--- src/rtl/sum_tree_weighted_sampler_defines.svh ---
// Assertion macros shared by the sampler RTL.
`ifndef SUM_TREE_WEIGHTED_SAMPLER_DEFINES_SVH
`define SUM_TREE_WEIGHTED_SAMPLER_DEFINES_SVH

`ifndef ASSERT_OFF
`define STS_ASSERT(lbl, clk, rst, prop, msg) \
  lbl: assert property (@(posedge clk) disable iff (rst) prop) else $error(msg);
`define STS_ASSERT_NORST(lbl, clk, prop, msg) \
  lbl: assert property (@(posedge clk) prop) else $error(msg);
`else
`define STS_ASSERT(lbl, clk, rst, prop, msg)
`define STS_ASSERT_NORST(lbl, clk, prop, msg)
`endif

`endif

--- src/rtl/sts_pkg.sv ---
package sts_pkg;

  localparam int SUM_W            = 42;
  localparam int LEAF_COUNT_W     = 11;
  localparam int KIND_W           = 2;
  localparam int APB_ADDR_W       = 3;
  localparam int APB_DATA_W       = 32;

  localparam logic [LEAF_COUNT_W-1:0] LEAF_COUNT_RESET = 11'd1024;

  // register index, taken from paddr[2]
  localparam logic REG_LEAF_COUNT = 1'b0;

  localparam logic [KIND_W-1:0] KIND_LOAD    = 2'd0;
  localparam logic [KIND_W-1:0] KIND_REBUILD = 2'd1;
  localparam logic [KIND_W-1:0] KIND_SAMPLE  = 2'd2;
  localparam logic [KIND_W-1:0] KIND_REMOVE  = 2'd3;

  typedef struct packed {
    logic clr_step;   // clearing pass: zero one entry of the sum RAM and, within LEAVES, of the leaf RAM
    logic load;       // write the leaf RAM from the input beat
    logic capture;    // latch target, start descent at the root
    logic desc_step;  // one tree level of the descent
    logic rm_latch;   // take the leaf weight, update live sum
    logic rm_step;    // one ancestor of the removal walk
    logic rb_start;   // rebuild: first leaf
    logic rb_read;    // rebuild: leaf RAM read at the sweep index
    logic rb_latch;   // rebuild: take the leaf value as carry
    logic rb_step;    // rebuild: one level of the climb
    logic emit;       // load the result registers
  } cmd_t;

  typedef struct packed {
    logic clr_last;
    logic lvl_last;
    logic rb_stop;
    logic rb_last;
  } status_t;

endpackage

--- src/rtl/sts_ctrl.sv ---
`include "sum_tree_weighted_sampler_defines.svh"

module sts_ctrl (
  input  logic                       clk,
  input  logic                       rst,
  input  logic                       start,
  input  logic [sts_pkg::KIND_W-1:0] kind,
  input  sts_pkg::status_t           status,
  output logic                       busy,
  output sts_pkg::cmd_t              cmd
);

  localparam logic [3:0] ST_CLEAR  = 4'd0;
  localparam logic [3:0] ST_IDLE   = 4'd1;
  localparam logic [3:0] ST_DESC   = 4'd2;
  localparam logic [3:0] ST_RM_RD  = 4'd3;
  localparam logic [3:0] ST_RM_LAT = 4'd4;
  localparam logic [3:0] ST_RM_UP  = 4'd5;
  localparam logic [3:0] ST_FIN    = 4'd6;
  localparam logic [3:0] ST_RB_RD  = 4'd7;
  localparam logic [3:0] ST_RB_LAT = 4'd8;
  localparam logic [3:0] ST_RB_UP  = 4'd9;

  logic [3:0] state;
  logic [3:0] state_next;
  logic       remove;

  always_ff @(posedge clk) begin
    if (rst) begin
      state  <= ST_CLEAR;
      remove <= 1'b0;
    end else begin
      state <= state_next;
      if (state == ST_IDLE && start) begin
        remove <= (kind == sts_pkg::KIND_REMOVE);
      end
    end
  end

  always_comb begin
    cmd        = '0;
    state_next = state;
    case (state)
      ST_CLEAR: begin
        cmd.clr_step = 1'b1;
        if (status.clr_last) begin
          state_next = ST_IDLE;
        end
      end
      ST_IDLE: begin
        if (start) begin
          case (kind)
            sts_pkg::KIND_LOAD: begin
              cmd.load = 1'b1;
            end
            sts_pkg::KIND_REBUILD: begin
              cmd.rb_start = 1'b1;
              state_next   = ST_RB_RD;
            end
            sts_pkg::KIND_SAMPLE, sts_pkg::KIND_REMOVE: begin
              cmd.capture = 1'b1;
              state_next  = ST_DESC;
            end
            default: begin
            end
          endcase
        end
      end
      ST_DESC: begin
        cmd.desc_step = 1'b1;
        if (status.lvl_last) begin
          state_next = remove ? ST_RM_RD : ST_FIN;
        end
      end
      ST_RM_RD: begin
        state_next = ST_RM_LAT;
      end
      ST_RM_LAT: begin
        cmd.rm_latch = 1'b1;
        state_next   = ST_RM_UP;
      end
      ST_RM_UP: begin
        cmd.rm_step = 1'b1;
        if (status.lvl_last) begin
          state_next = ST_FIN;
        end
      end
      ST_FIN: begin
        cmd.emit   = 1'b1;
        state_next = ST_IDLE;
      end
      ST_RB_RD: begin
        cmd.rb_read = 1'b1;
        state_next  = ST_RB_LAT;
      end
      ST_RB_LAT: begin
        cmd.rb_latch = 1'b1;
        state_next   = ST_RB_UP;
      end
      ST_RB_UP: begin
        cmd.rb_step = 1'b1;
        if (status.rb_stop) begin
          state_next = status.rb_last ? ST_IDLE : ST_RB_RD;
        end
      end
      default: begin
        state_next = ST_IDLE;
      end
    endcase
  end

  assign busy = (state != ST_IDLE);

  `STS_ASSERT_NORST(a_clear_after_reset, clk, rst |=> busy, "no clearing pass after reset")
  `STS_ASSERT(a_work_goes_busy, clk, rst,
    (start && !busy && kind != sts_pkg::KIND_LOAD) |=> busy, "accepted item left ctrl idle")

endmodule

--- config.mk ---
export PLATFORM = sky130hd
export DESIGN_NAME = sts_ctrl
export DESIGN_NICKNAME = d
export VERILOG_FILES = /design/src/rtl/sts_pkg.sv /design/src/rtl/sts_ctrl.sv
export VERILOG_INCLUDE_DIRS = /design/src /design/src/rtl
export SDC_FILE = /design/constraint.sdc
export NUM_CORES = 1
export LEC_CHECK = 0
export BUFFER_PORTS_ARGS = -buffer_cell sky130_fd_sc_hd__buf_2
export CORE_AREA = 8 8 45 47
export CTS_CLUSTER_SIZE = 30
export DETAILED_ROUTE_END_ITERATION = 10
export DIE_AREA = 0 0 53 55
export PLACE_DENSITY = 0.77
export SLEW_MARGIN = 5
export SYNTH_ARGS = -nofsm -noshare
export SYNTH_HDL_FRONTEND = slang
export SYNTH_SLANG_ARGS = --single-unit
--- constraint.sdc ---
create_clock -name clk -period 2.3 [get_ports clk]
set_input_delay 0.345 -clock clk [delete_from_list [all_inputs] [get_ports clk]]
set_output_delay 0.345 -clock clk [all_outputs]
set_load 0.005 [all_outputs]
=== Yosys cells after proc, flatten, opt, wreduce, memory -nomap -nowiden ===
Cells that the tools add are included.

* Eq/ne operators: 19
* Mux-type cells: 24
* Reductions and logical operators: 5

{| class="wikitable"
|+ Operator list
! operator !! count
|-
| $pmux W4 S9 || 1
|-
| $mux W4 || 5
|-
| $eq A4 B3 Y1 const B || 4
|-
| $mux W1 || 13
|-
| $ne A2 B2 Y1 const B || 5
|-
| $eq A4 B2 Y1 const B || 2
|-
| $eq A4 B4 Y1 const B || 2
|-
| $pmux W4 S2 || 1
|-
| $mux W3 || 2
|-
| $reduce_and A6 Y1 || 1
|-
| $eq A2 B2 Y1 const B || 2
|-
| $eq A4 B1 Y1 const B || 1
|-
| $logic_not A4 Y1 || 1
|-
| $mux W2 || 2
|-
| $ne A4 B1 Y1 const B || 1
|-
| $ne A3 B1 Y1 const B || 1
|-
| $eq A2 B1 Y1 const B || 1
|-
| $logic_not A2 Y1 || 1
|-
| $reduce_or A2 Y1 || 1
|-
| $logic_and A1 B1 Y1 || 1
|}

* Logic and storage cells: 50
* Input port bits: 9
* Output and inout port bits: 12
* Register bits after elaboration: 5

=== Longest topological paths before layout ===
Gate-level depths: netlist of run 1.

* Depth in word-level cells: 5
* Gate-level depth with buffers: 5
* Gate-level depth less buffers: 4

=== Worst setup path after synthesis of run 1 ===
OpenSTA, ideal clock, no wires.

* Kind: register -> output
* From: reg state[1]
* To: out cmd[4] in the netlist's numbering
* Arrival: 1272 ps
* Stages on the path, launching flop included: 5
* Buffers on the path: 1
* Slack: 683 ps
* Data required time: 1955 ps
* Cells stage by stage: dfxtp_1 clkbuf_2 nor4b_2 nand2_1 nor3b_1

{| class="wikitable"
|+ RTL lines
! what !! line !! source
|-
| from (decl) || sts_ctrl.sv:24 || <nowiki>logic [3:0] state;</nowiki>
|-
| from (signal assigned) || sts_ctrl.sv:33 || <nowiki>state <= state_next;</nowiki>
|-
| to (decl) || sts_ctrl.sv:10 || <nowiki>output sts_pkg::cmd_t cmd</nowiki>
|}

==> impl_results.md, run 1 <==
* Slowest stage cell, crit path: dfxtp_1
* Remaining DRCs at 0
* Slew of the pin with the lowest slew margin at 0.593 ns
* Die X at 53 microns
* Overflow left after global routing at 0
* Tcrit/Tclk final at 84.5%
* GRT Util Overall at 10.1%
* Vias per std cell at 5.57
* Syn Nets at 81
* Rel. slew slack at 60.4%
* Top-count cell post-synth: nor2_1
* Post-CTS setup buffers at 0
* Most common library cells after synthesis: nor2_1 (7), dfxtp_1 (5), nand2b_1 (5)
* GP Congestion at slightly below 0.8
* RSZ-0062 raised after global routing: false
* Seq pwr share at 28.4%
* Crit start category: register
* Final Critical Period at 1.94 ns
* Hold buffer count at CTS at 0
* Area contributors post-synth: dfxtp_1 (19%), nand2b_1 (5.9%), nor2_1 (4.9%), nor3b_1 (4.2%), o21bai_1 (4.2%)
* Vias post-DR at 590
* Worst vdd ir at ~0.00046 V
* Initial antenna violation count at 0
* Status: complete, no violations
* Setup crit end kind: primary output
* Worst Skew at ~0.0091 ns
* Critical path class: reg2out
* Clk buf depth at 2
* Total wire length at 1.43 mm
* Switching fraction of total power at 41.1%
* #FFs+latches synth at 5
* Worst Hold Slack at 0.378 ns
* Final ANT Viol Nets at 0
* P_int at between 300 and 400 uW
* Die area at 2920 sq um
* Drt first pass iters at 4
* Data arrival, critical path at 1.60 ns
* Final setup viols at 0
* Final Hold Violating Endpoints at 0
* Number of DRC markers in iteration 0 at 7
* Async S/R FF share, synth at 0%
* Setup_tns at 0 ns
* Clk root buf: clkbuf_4
* Post-synth EDFFs at 0
* Post-DP HPWL at 1.08 mm
* Diodes inserted at 0
* Total CTS buffers at 3
* Clock Latency Late Sink at 0.25 ns
* Final core occ at between 40% and 50%
* Synth Warn # at 0
* Area grow syn2layout at 23.0%
* Synth top area share at 18.7%
* Pleak at 0.273 nW
* Number of global-route vias before repair at about 560
* Max cap viols at 0
* Fillers at 139
* Mapped Area at between 500 and 600 sq um
* Pwr Density at 880 nW/um^2
* Peak per-stage delay on the critical path at 0.58 ns
* Avg Cell Area, Syn at between 7 and 8 sq um
* Synth cell types at 34
* Fmax at 515 MHz
* Wire per inst at approximately 14 microns
* Site Rows at 14
* Critical path fanouts, max at 17
* Global-route wire length before repair at 2.30 mm
* Critical Path RT at 1.96 ns
* Net Sw Power at 238 uW
* Synth area leader: dfxtp_1
* Sequential area share after synthesis at 18.7%
* Height of the die at 55 microns
* Synth Instances at between 70 and 80
* Synth Flop Type: dfxtp_1
* Core area at approximately 1400 sq um
* Fraction of layout cells with a size suffix above 1 at 30.0%
* Max-slew violation count at 0
* Clock sink count at 5
* Depth of the CTS H-tree at 1
* Hold Crit Class: in2reg
* Count of input and output buffers at 20
* Part of the power in the clock network at 18.7%
* Final net count at 100
* Boundary pin count at 21
* TritonCTS clock tree: yes
* Pin count of the biggest net entering global routing at 19
* Combinational share of power at 52.9%
* CTS clk-pin slew, worst paths at 0.04 ns
* Initial Util at 38.6%
* Crit path cell chain: nor4b_2 > nand2_1 > nor3b_1 > buf_2
* Post-CTS Resized at 0
[worst max-delay path: cells and delay by family (launching register included)]
| family | cells | cell delay, ns |
|---|---|---|
| flip-flops | 1 | 0.58 |
| AND/OR/NAND/NOR | 3 | 0.62 |
| buffers and inverters | 1 | 0.14 |
[cells in the final DEF (no fill, tap or decap), drive strengths merged, types with 2 or more instances in the layout]
| master | netlist | routed |
|---|---|---|
| buf | 4 | 21 |
| nor2 | 7 | 7 |
| nand2b | 5 | 5 |
| dfxtp | 5 | 5 |
| nor3 | 4 | 4 |
| nand2 | 4 | 4 |
| o21ai | 4 | 4 |
| clkbuf | 3 | 4 |
| nor3b | 3 | 3 |
| o21bai | 3 | 3 |
| a21oi | 3 | 3 |
| inv | 2 | 2 |
| nor4bb | 2 | 2 |
| mux2i | 2 | 2 |
| nand3b | 2 | 2 |
| or3 | 2 | 2 |
| nor2b | 2 | 2 |
| o32ai | 2 | 2 |
| a211oi | 2 | 2 |
[per-stage QoR]
stage	power, mW	std cells	setup WS (ns)	area [sq um]
floorplan	0.391	72	0.683	534
global placement	0.467	102	0.597	631
detailed placement	0.472	102	0.578	631
CTS	0.583	106	0.342	657
global route	0.624	106	0.171	657
finish	0.578	106	0.357	657
[layout make-up]
| class | instances | area (sq um) | area share [%] |
|---|---|---|---|
| Multi-Input combinational cell | 58 | 395 | 60.2 |
| Timing Repair Buffer | 21 | 108 | 16.4 |
| Sequential cell | 5 | 100 | 15.2 |
| Clock buffer | 4 | 26.3 | 4.00 |
| Tap cell | 16 | 20.0 | 3.05 |
| Inverter | 2 | 7.51 | 1.14 |
[layer usage]
| metal | track usage (%) | vias to the layer above | part of all wire [%] | routed length (microns) |
|---|---|---|---|---|
| li1 | - | 299 | - | - |
| met1 | 12.9 | 268 | 48 | 686 |
| met2 | 15.8 | 21 | 46 | 661 |
| met3 | 2.67 | 2 | 4.5 | 65 |
| met4 | 3.88 | 0 | 1.3 | 19 |
| met5 | 0 | - | 0 | 0 |
[final timing paths]
| kind | from | end | slack (ns) | cells past startpoint |
|---|---|---|---|---|
| setup / recovery | state[0] | cmd[4] | 0.36 | 4 |
| hold / removal | rst | remove | 0.38 | 2 |
| setup reg to reg | state[2] | state[0] | 0.57 | 4 |
| hold reg to reg | remove | remove | 0.48 | 2 |
[sequential cells by signal, summed over array words and instances (netlist names)]
register	flops
state	4
remove	1
[power groups by stage]
stage	registers [mW]	logic (mW)	clock network, mW
final	0.164	0.306	0.108
after global routing	0.170	0.340	0.114
after CTS	0.164	0.309	0.110
after detailed placement	0.166	0.307	0
after global placement	0.162	0.305	0
after floorplan	0.119	0.272	0
[cells by family (layout without fill, tap and decap cells)]
kind of cell           Yosys count  count (layout)  share of synthesized area, %
and+or+nand+nor                 36              36                          40.5
muxes                            2               2                          3.75
buffers and inverters            9              27                          7.26
DFF                              5               5                          18.7
AOI/OAI and AO/OA               20              20                          29.7
Note: power is estimated with default switching activity, not from simulation.
==> run 2: changes to the inputs <==
- ABC_AREA: default -> 1
- PLACE_DENSITY: 0.77 -> 0.75
- clock period: 2.3 -> 1.8 ns (I/O delays scaled with it)
==> run 2 against run 1 <==
Sequential cell count did not move. Register-to-register slack got worse by 0.15 ns. Global-route usage fell by 0.33 points. Non-clock buffer count fell by 1. Sequential power rose by 33%. Largest cell class unchanged. Sequential share of layout area rose by 0.34 points. Clock-buffer cell count did not move. Utilization fell by 0.45 points. Setup slack got worse by 0.18 ns. Clock power rose by 19%.
==> impl_results.md, run 2 <==
* Status: complete, no violations
* Top-count cell post-synth: nand2_1
* Critical Path RT at 1.53 ns (-0.43 ns)
* Design area at 651 sq um (-0.95%)
* Fraction of layout cells with a size suffix above 1 at 28.3% (-1.7 points)
* CTS clk-pin slew, worst paths at 0.04 ns (about the same)
* Synth Warn # at 0 (unchanged)
* Dpl cells at 132 (+29%)
* Global-route wire length before repair at 2.19 mm (-4.8%)
* Core area at 1380 sq um (unchanged)
* Clk root buf: clkbuf_4
* Worst vdd ir at 0.000548 V (+19%)
* Sequential area share after synthesis at 19.5% (+0.73 points)
* Diodes inserted at 0 (unchanged)
* TritonCTS clock tree: yes
* Height of the die at 55 microns (unchanged)
* Final core occ at 47.0% (-0.45 points)
* Mapped Area at 514 sq um (-3.7%)
* Post-DP HPWL at 1.16 mm (+7.4%)
* Total wire length at 1.37 mm (-4.4%)
* Vias post-DR at 616 (+4.4%)
* Syn Nets at 106 (+31%)
* Clock Latency Late Sink at 0.24 ns (about the same)
* Data arrival, critical path at 1.35 ns (-0.25 ns)
* Synth top area share at 20.4% (+1.7 points)
* Area grow syn2layout at 26.5%
* Clock sink count at 5 (unchanged)
* Clk buf depth at 2 (unchanged)
* Top reg by flops: state
* WP buf/inv at 4 (+3)
* Synth Flop Type: dfxtp_1
* Die area at 2920 sq um (unchanged)
* Number of global-route vias before repair at 558 (-0.89%)
* Final net count at 130 (+30%)
* Initial antenna violation count at 0 (unchanged)
* Setup crit start: state[1]
* Finished Layout Cells at 136 (+28%)
* GP Congestion at 0.942 (+18%)
* Most frequent CP cell: inv_1
* Site Rows at 14 (unchanged)
* Worst R2R Path Depth at 9 (+5)
* Drt first pass iters at 4 (unchanged)
* Hold Path Cell Cnt at 2 (unchanged)
* Slowest stage cell, crit path: dfxtp_1
* WP depth at 8 (+4)
* Total CTS buffers at 3 (unchanged)
* Delay-heaviest family, CP: flip-flops
* Most common library cells after synthesis: nand2_1 (28), inv_1 (18), nor2_1 (16)
* Peak per-stage delay on the critical path at 0.37 ns (-0.21 ns)
* Area contributors post-synth: nand2_1 (20%), dfxtp_1 (19%), inv_1 (13%), nor2_1 (12%), nand3_1 (9.7%)
* Post-synth EDFFs at 0 (unchanged)
* Rel. slew slack at 78.9% (+18 points)
* Post-CTS setup buffers at 0 (unchanged)
* Metal3 WL at 107 microns (+65%)
* Setup crit end kind: primary output
* Crit path cell chain: inv_2 > nand2_4 > nor2_4 > inv_1 > nor2_1 > inv_1 > nor2_2 > buf_2
* Wire per inst at 10.1 microns (-25%)
* Pre-CTS WS at 0.344 ns (-0.235 ns)
* Hold Crit Class: in2reg
* Synth area leader: nand2_1
* WL met1 at 635 microns (-7.4%)
* Slew of the pin with the lowest slew margin at 0.317 ns (-0.276 ns)
* Worst Skew at 0.00458 ns (-0.00452 ns)
* Pin count of the biggest net entering global routing at 9 (-10)
* Number of DRC markers in iteration 0 at 9 (+2)
* Final worst setup slack at 0.176 ns (-0.181 ns)
* Critical R2R Launch: state[2]
* Critical path fanouts, max at 5 (-12)
* Vias per std cell at 4.53 (-19%)
* Fmax at 616 MHz
* Die X at 53 microns (unchanged)
* Boundary pin count at 21 (unchanged)
* Max cap viols at 0 (unchanged)
* Avg Cell Area, Syn at 5.30 sq um (-29%)
* Final Hold Violating Endpoints at 0 (unchanged)
* Pwr Density at 1550 nW/um^2 (+76%)
* DP Area at 623 sq um (-1.2%)
* Overflow left after global routing at 0 (unchanged)
* GRT Util Overall at 9.78% (-0.33 points)
* Hold buffer count at CTS at 0 (unchanged)
* Async S/R FF share, synth at 0% (unchanged)
* Depth of the CTS H-tree at 1 (unchanged)
* Synth Instances at 97 (+35%)
* Commonest non-fill, non-tap cell in the layout: nand2_1
* Hold Startpoint: rst
* #FFs+latches synth at 5 (unchanged)
* Remaining DRCs at 0 (unchanged)
* Pleak at 0.407 nW (+49%)
* Final ANT Viol Nets at 0 (unchanged)
* RSZ-0062 raised after global routing: false
* Max reg flops at 4 (unchanged)
* Most frequent cells in the layout: nand2_1 (28), buf_2 (20), inv_1 (18)
* Final setup viols at 0 (unchanged)
* Max Used Layer: met3
* Max-slew violation count at 0 (unchanged)
* Critical path class: reg2out
* Final Critical Period at 1.62 ns
* Crit start category: register
* Setup_tns at 0 ns (unchanged)
* Tcrit/Tclk final at 90.2%
* Initial Util at 37.2% (-1.4 points)
* Worst Hold Slack at 0.246 ns (-0.132 ns)
* WL met2 at 627 microns (-5.1%)
* Count of input and output buffers at 20 (unchanged)
* Largest registers: state (4), remove (1)
* Final Power at 1.01 mW (+74%)
* Synth cell types at 16 (-53%)
==> run 2: cell types whose count changed in the layout (fill, tap and decap cells not counted), moves of 5 or more <==
cell	delta
nand2_1	+24
nor2_1	+9
nand2b_1	-5
inv_1	+16
nand3_1	+10
==> run 2: final timing paths <==
check              to  slack (ns)
max            cmd[8]        0.18
min reg2reg    remove        0.48
min          state[3]        0.25
max reg2reg  state[0]        0.42
==> run 2: cell type report <==
class / count / area [sq um]
clock buffer: 4 / 26.3
fill: 159 / 733
timing repair buffer: 20 / 100
multi-input combinational: 70 / 324
inverter: 21 / 78.8
sequential: 5 / 101
tap: 16 / 20.0
==> run 2: cells by family (layout without fill, tap and decap cells) <==
logic type | count (synthesis) | count (layout) | share of synthesized area [%]
AOI/OAI and AO/OA | 5 | 5 | 5.60
and+or+nand+nor | 65 | 65 | 57.4
buffers and inverters | 22 | 45 | 17.5
DFF | 5 | 5 | 19.5
==> run 2: layer usage <==
metal | up-vias | GRT usage (%)
met5 | - | 0
met4 | 0 | 2.59
met3 | 0 | 3.74
met2 | 21 | 16.4
met1 | 255 | 11.4
li1 | 340 | -
==> run 2: what timing repair did <==
| action | CTS | global route |
|---|---|---|
| endpoints found under the setup margin | 0 | 2 |
| endpoints found under the hold margin | 0 | 0 |
| resized for setup | 0 | 1 |
==> run 2: worst register-to-register path, stage by stage, from the launching register on <==
cell,delay (ns)
dfxtp_1,0.38
inv_1,0.10
nor2_1,0.22
nand2_1,0.15
nand2_1,0.12
nor2_1,0.05
nand2_1,0.05
nand3_1,0.07
nor2_1,0.10
nor2_1,0.04
==> run 2: power by group <==
group          total (mW)  internal (mW)  switching, mW  leakage, nW
Combinational       0.659          0.244          0.415        0.351
Clock               0.128         0.0837         0.0445       0.0150
Sequential          0.218          0.151         0.0665       0.0411
Total                1.01          0.479          0.526        0.407
==> run 3: changes to the inputs <==
- ABC_AREA: 1 -> default
- PLACE_DENSITY: 0.75 -> 0.77
==> run 3 against run 2 <==
Clock power hardly changed. Sequential share of layout area decreased by 0.85 points. Clock-buffer cell count did not move. Die area is the same. Largest power group unchanged.
==> impl_results.md, run 3 (same netlist as run 1, synthesis figures left out) <==
* Status: complete, no violations
* Max cap viols at 0 (unchanged)
* Largest registers: state (4), remove (1)
* Clock Latency Late Sink at 0.24 ns (about the same)
* Final Hold Violating Endpoints at 0 (unchanged)
* Vias post-DR at 617 (+0.16%)
* Pin count of the biggest net entering global routing at 13 (+4)
* Final Power at 818 uW (-19%)
* GRT Util Overall at 11.1% (+1.3 points)
* GP Congestion at 0.897 (-4.7%)
* Top reg by flops: state
* Max reg flops at 4 (unchanged)
* Total wire length at 1.44 mm (+5.4%)
* Critical path class: reg2out
* Final net count at 106 (-18%)
* DP Area at 676 sq um (+8.4%)
* Number of DRC markers in iteration 0 at 12 (+3)
* TritonCTS clock tree: yes
* Depth of the CTS H-tree at 1 (unchanged)
* Site Rows at 14 (unchanged)
* Critical path fanouts, max at 12 (+7)
* Critical Path RT at 1.53 ns (about the same)
* Die area at 2920 sq um (unchanged)
* Max-slew violation count at 0 (unchanged)
* Delay-heaviest family, CP: simple AND/OR/NAND/NOR gates
* Rel. slew slack at 74.2% (-4.7 points)
* Finished Layout Cells at 112 (-18%)
* Height of the die at 55 microns (unchanged)
* Pleak at 0.313 nW (-23%)
* Post-DP HPWL at 1.12 mm (-3.6%)
* Hold Crit Class: in2reg
* Global-route wire length before repair at 2.48 mm (+14%)
* Crit path cell chain: nor4b_4 > nand2_1 > nor3b_1 > buf_2
* Design area at 722 sq um (+11%)
* Boundary pin count at 21 (unchanged)
* Clk buf depth at 2 (unchanged)
* Total CTS buffers at 3 (unchanged)
* Switching fraction of total power at 38.6% (-14 points)
* Vias per std cell at 5.51 (+22%)
* Area grow syn2layout at 35.1%
* Dpl cells at 108 (-18%)
* Reg2reg setup slack at 0.25 ns (-0.17 ns)
* Clock sink count at 5 (unchanged)
* Diodes inserted at 0 (unchanged)
* Final ANT Viol Nets at 0 (unchanged)
* Part of the power in the clock network at 15.5% (+2.7 points)
* Remaining DRCs at 0 (unchanged)
* Post-CTS setup buffers at 0 (unchanged)
* Drt first pass iters at 4 (unchanged)
* Fmax at 589 MHz (-4.4%)
* Data arrival, critical path at 1.43 ns (+0.08 ns)
* Wire per inst at 12.9 microns (+28%)
* Most frequent cells in the layout: buf_2 (20), nor2_1 (7), buf_4 (7)
* Worst Skew at 0.00321 ns (-0.00137 ns)
* Seq pwr share at 23.0% (+1.3 points)
* Peak per-stage delay on the critical path at 0.38 ns (about the same)
* Commonest non-fill, non-tap cell in the layout: buf_2
* Fraction of layout cells with a size suffix above 1 at 38.5% (+10 points)
* RSZ-0062 raised after global routing: true
* WP buf/inv at 1 (-3)
* Slowest stage cell, crit path: dfxtp_4
* Number of global-route vias before repair at 591 (+5.9%)
* Hold buffer count at CTS at 0 (unchanged)
* Initial Util at 38.6% (+1.4 points)
* P_int at 503 uW (+4.9%)
* Final core occ at 52.2% (+5.2 points)
* Core area at 1380 sq um (unchanged)
* Die X at 53 microns (unchanged)
* Initial antenna violation count at 0 (unchanged)
* Count of input and output buffers at 20 (unchanged)
* Crit start category: register
* Worst Hold Slack at 0.316 ns (+0.0701 ns)
* Final setup viols at 0 (unchanged)
* CTS clk-pin slew, worst paths at 0.04 ns (about the same)
* Final Critical Period at 1.70 ns (+0.0754 ns)
* Setup crit end kind: primary output
* Tcrit/Tclk final at 94.4% (+4.2 points)
* Combinational share of power at 61.6% (-4.0 points)
* Worst vdd ir at 0.000568 V (+3.7%)
* Overflow left after global routing at 0 (unchanged)
* Slew of the pin with the lowest slew margin at 0.383 ns (+0.0664 ns)
* Clk root buf: clkbuf_4
* Pwr Density at 1130 nW/um^2 (-27%)
* Net Sw Power at 316 uW (-40%)
run 3: cell count changes in the layout (fill, tap and decap cells not counted), sizes merged, moves of 3 or more:
| cell | change |
|---|---|
| nand2 | -25 |
| nand2b | +5 |
| nor2 | -13 |
| nand3 | -11 |
| inv | -19 |
| nor3b | +3 |
| o21bai | +3 |
| buf | +7 |
| o21ai | +3 |
run 3: what timing repair did:
item                       CTS  global route
pin swaps                    0             2
gates resized for setup      1             5
setup endpoints to repair    1             7
gates cloned                 0             0
run 3: layout make-up:
cell class / instances / area [sq um]
Tap cell: 16 / 20.0
Timing Repair Buffer: 27 / 153
Clock buffer: 4 / 26.3
Sequential cell: 5 / 106
Inverter: 2 / 7.51
Multi-Input combinational cell: 58 / 409
Fill cell: 134 / 662
run 3: routing by layer:
layer / up-vias / global-route usage (%) / part of all wire (%) / wire length, microns
li1: 314 / - / - / -
met1: 283 / 13.4 / 46 / 661
met2: 18 / 17.8 / 49 / 708
met3: 2 / 2.14 / 4.6 / 67
met4: 0 / 6.47 / 0.42 / 6
met5: - / 0 / 0 / 0
run 3: power by group through the flow:
stage | logic, mW | clock network (mW) | registers, mW
6_report | 0.504 | 0.126 | 0.188
3_3_place_gp | 0.484 | 0 | 0.177
5_1_grt | 0.554 | 0.145 | 0.196
3_5_place_dp | 0.489 | 0 | 0.181
2_1_floorplan | 0.348 | 0 | 0.152
4_1_cts | 0.504 | 0.136 | 0.183
run 3: path summary, 6_finish.rpt:
| path | end | start | depth (start not counted) |
|---|---|---|---|
| min | remove | rst | 2 |
| max | cmd[4] | state[2] | 4 |
| max reg2reg | state[2] | state[3] | 4 |
| min reg2reg | remove | remove | 2 |
run 3: per-stage QoR:
| stage | worst slack (ns) | setup TNS (ns) |
|---|---|---|
| 3_3_place_gp | 0.269 | 0 |
| 2_1_floorplan | 0.258 | 0 |
| 6_report | 0.101 | 0 |
| 5_1_grt | -0.0292 | -0.0480 |
| 4_1_cts | 0.00439 | 0 |
| 3_5_place_dp | 0.235 | 0 |
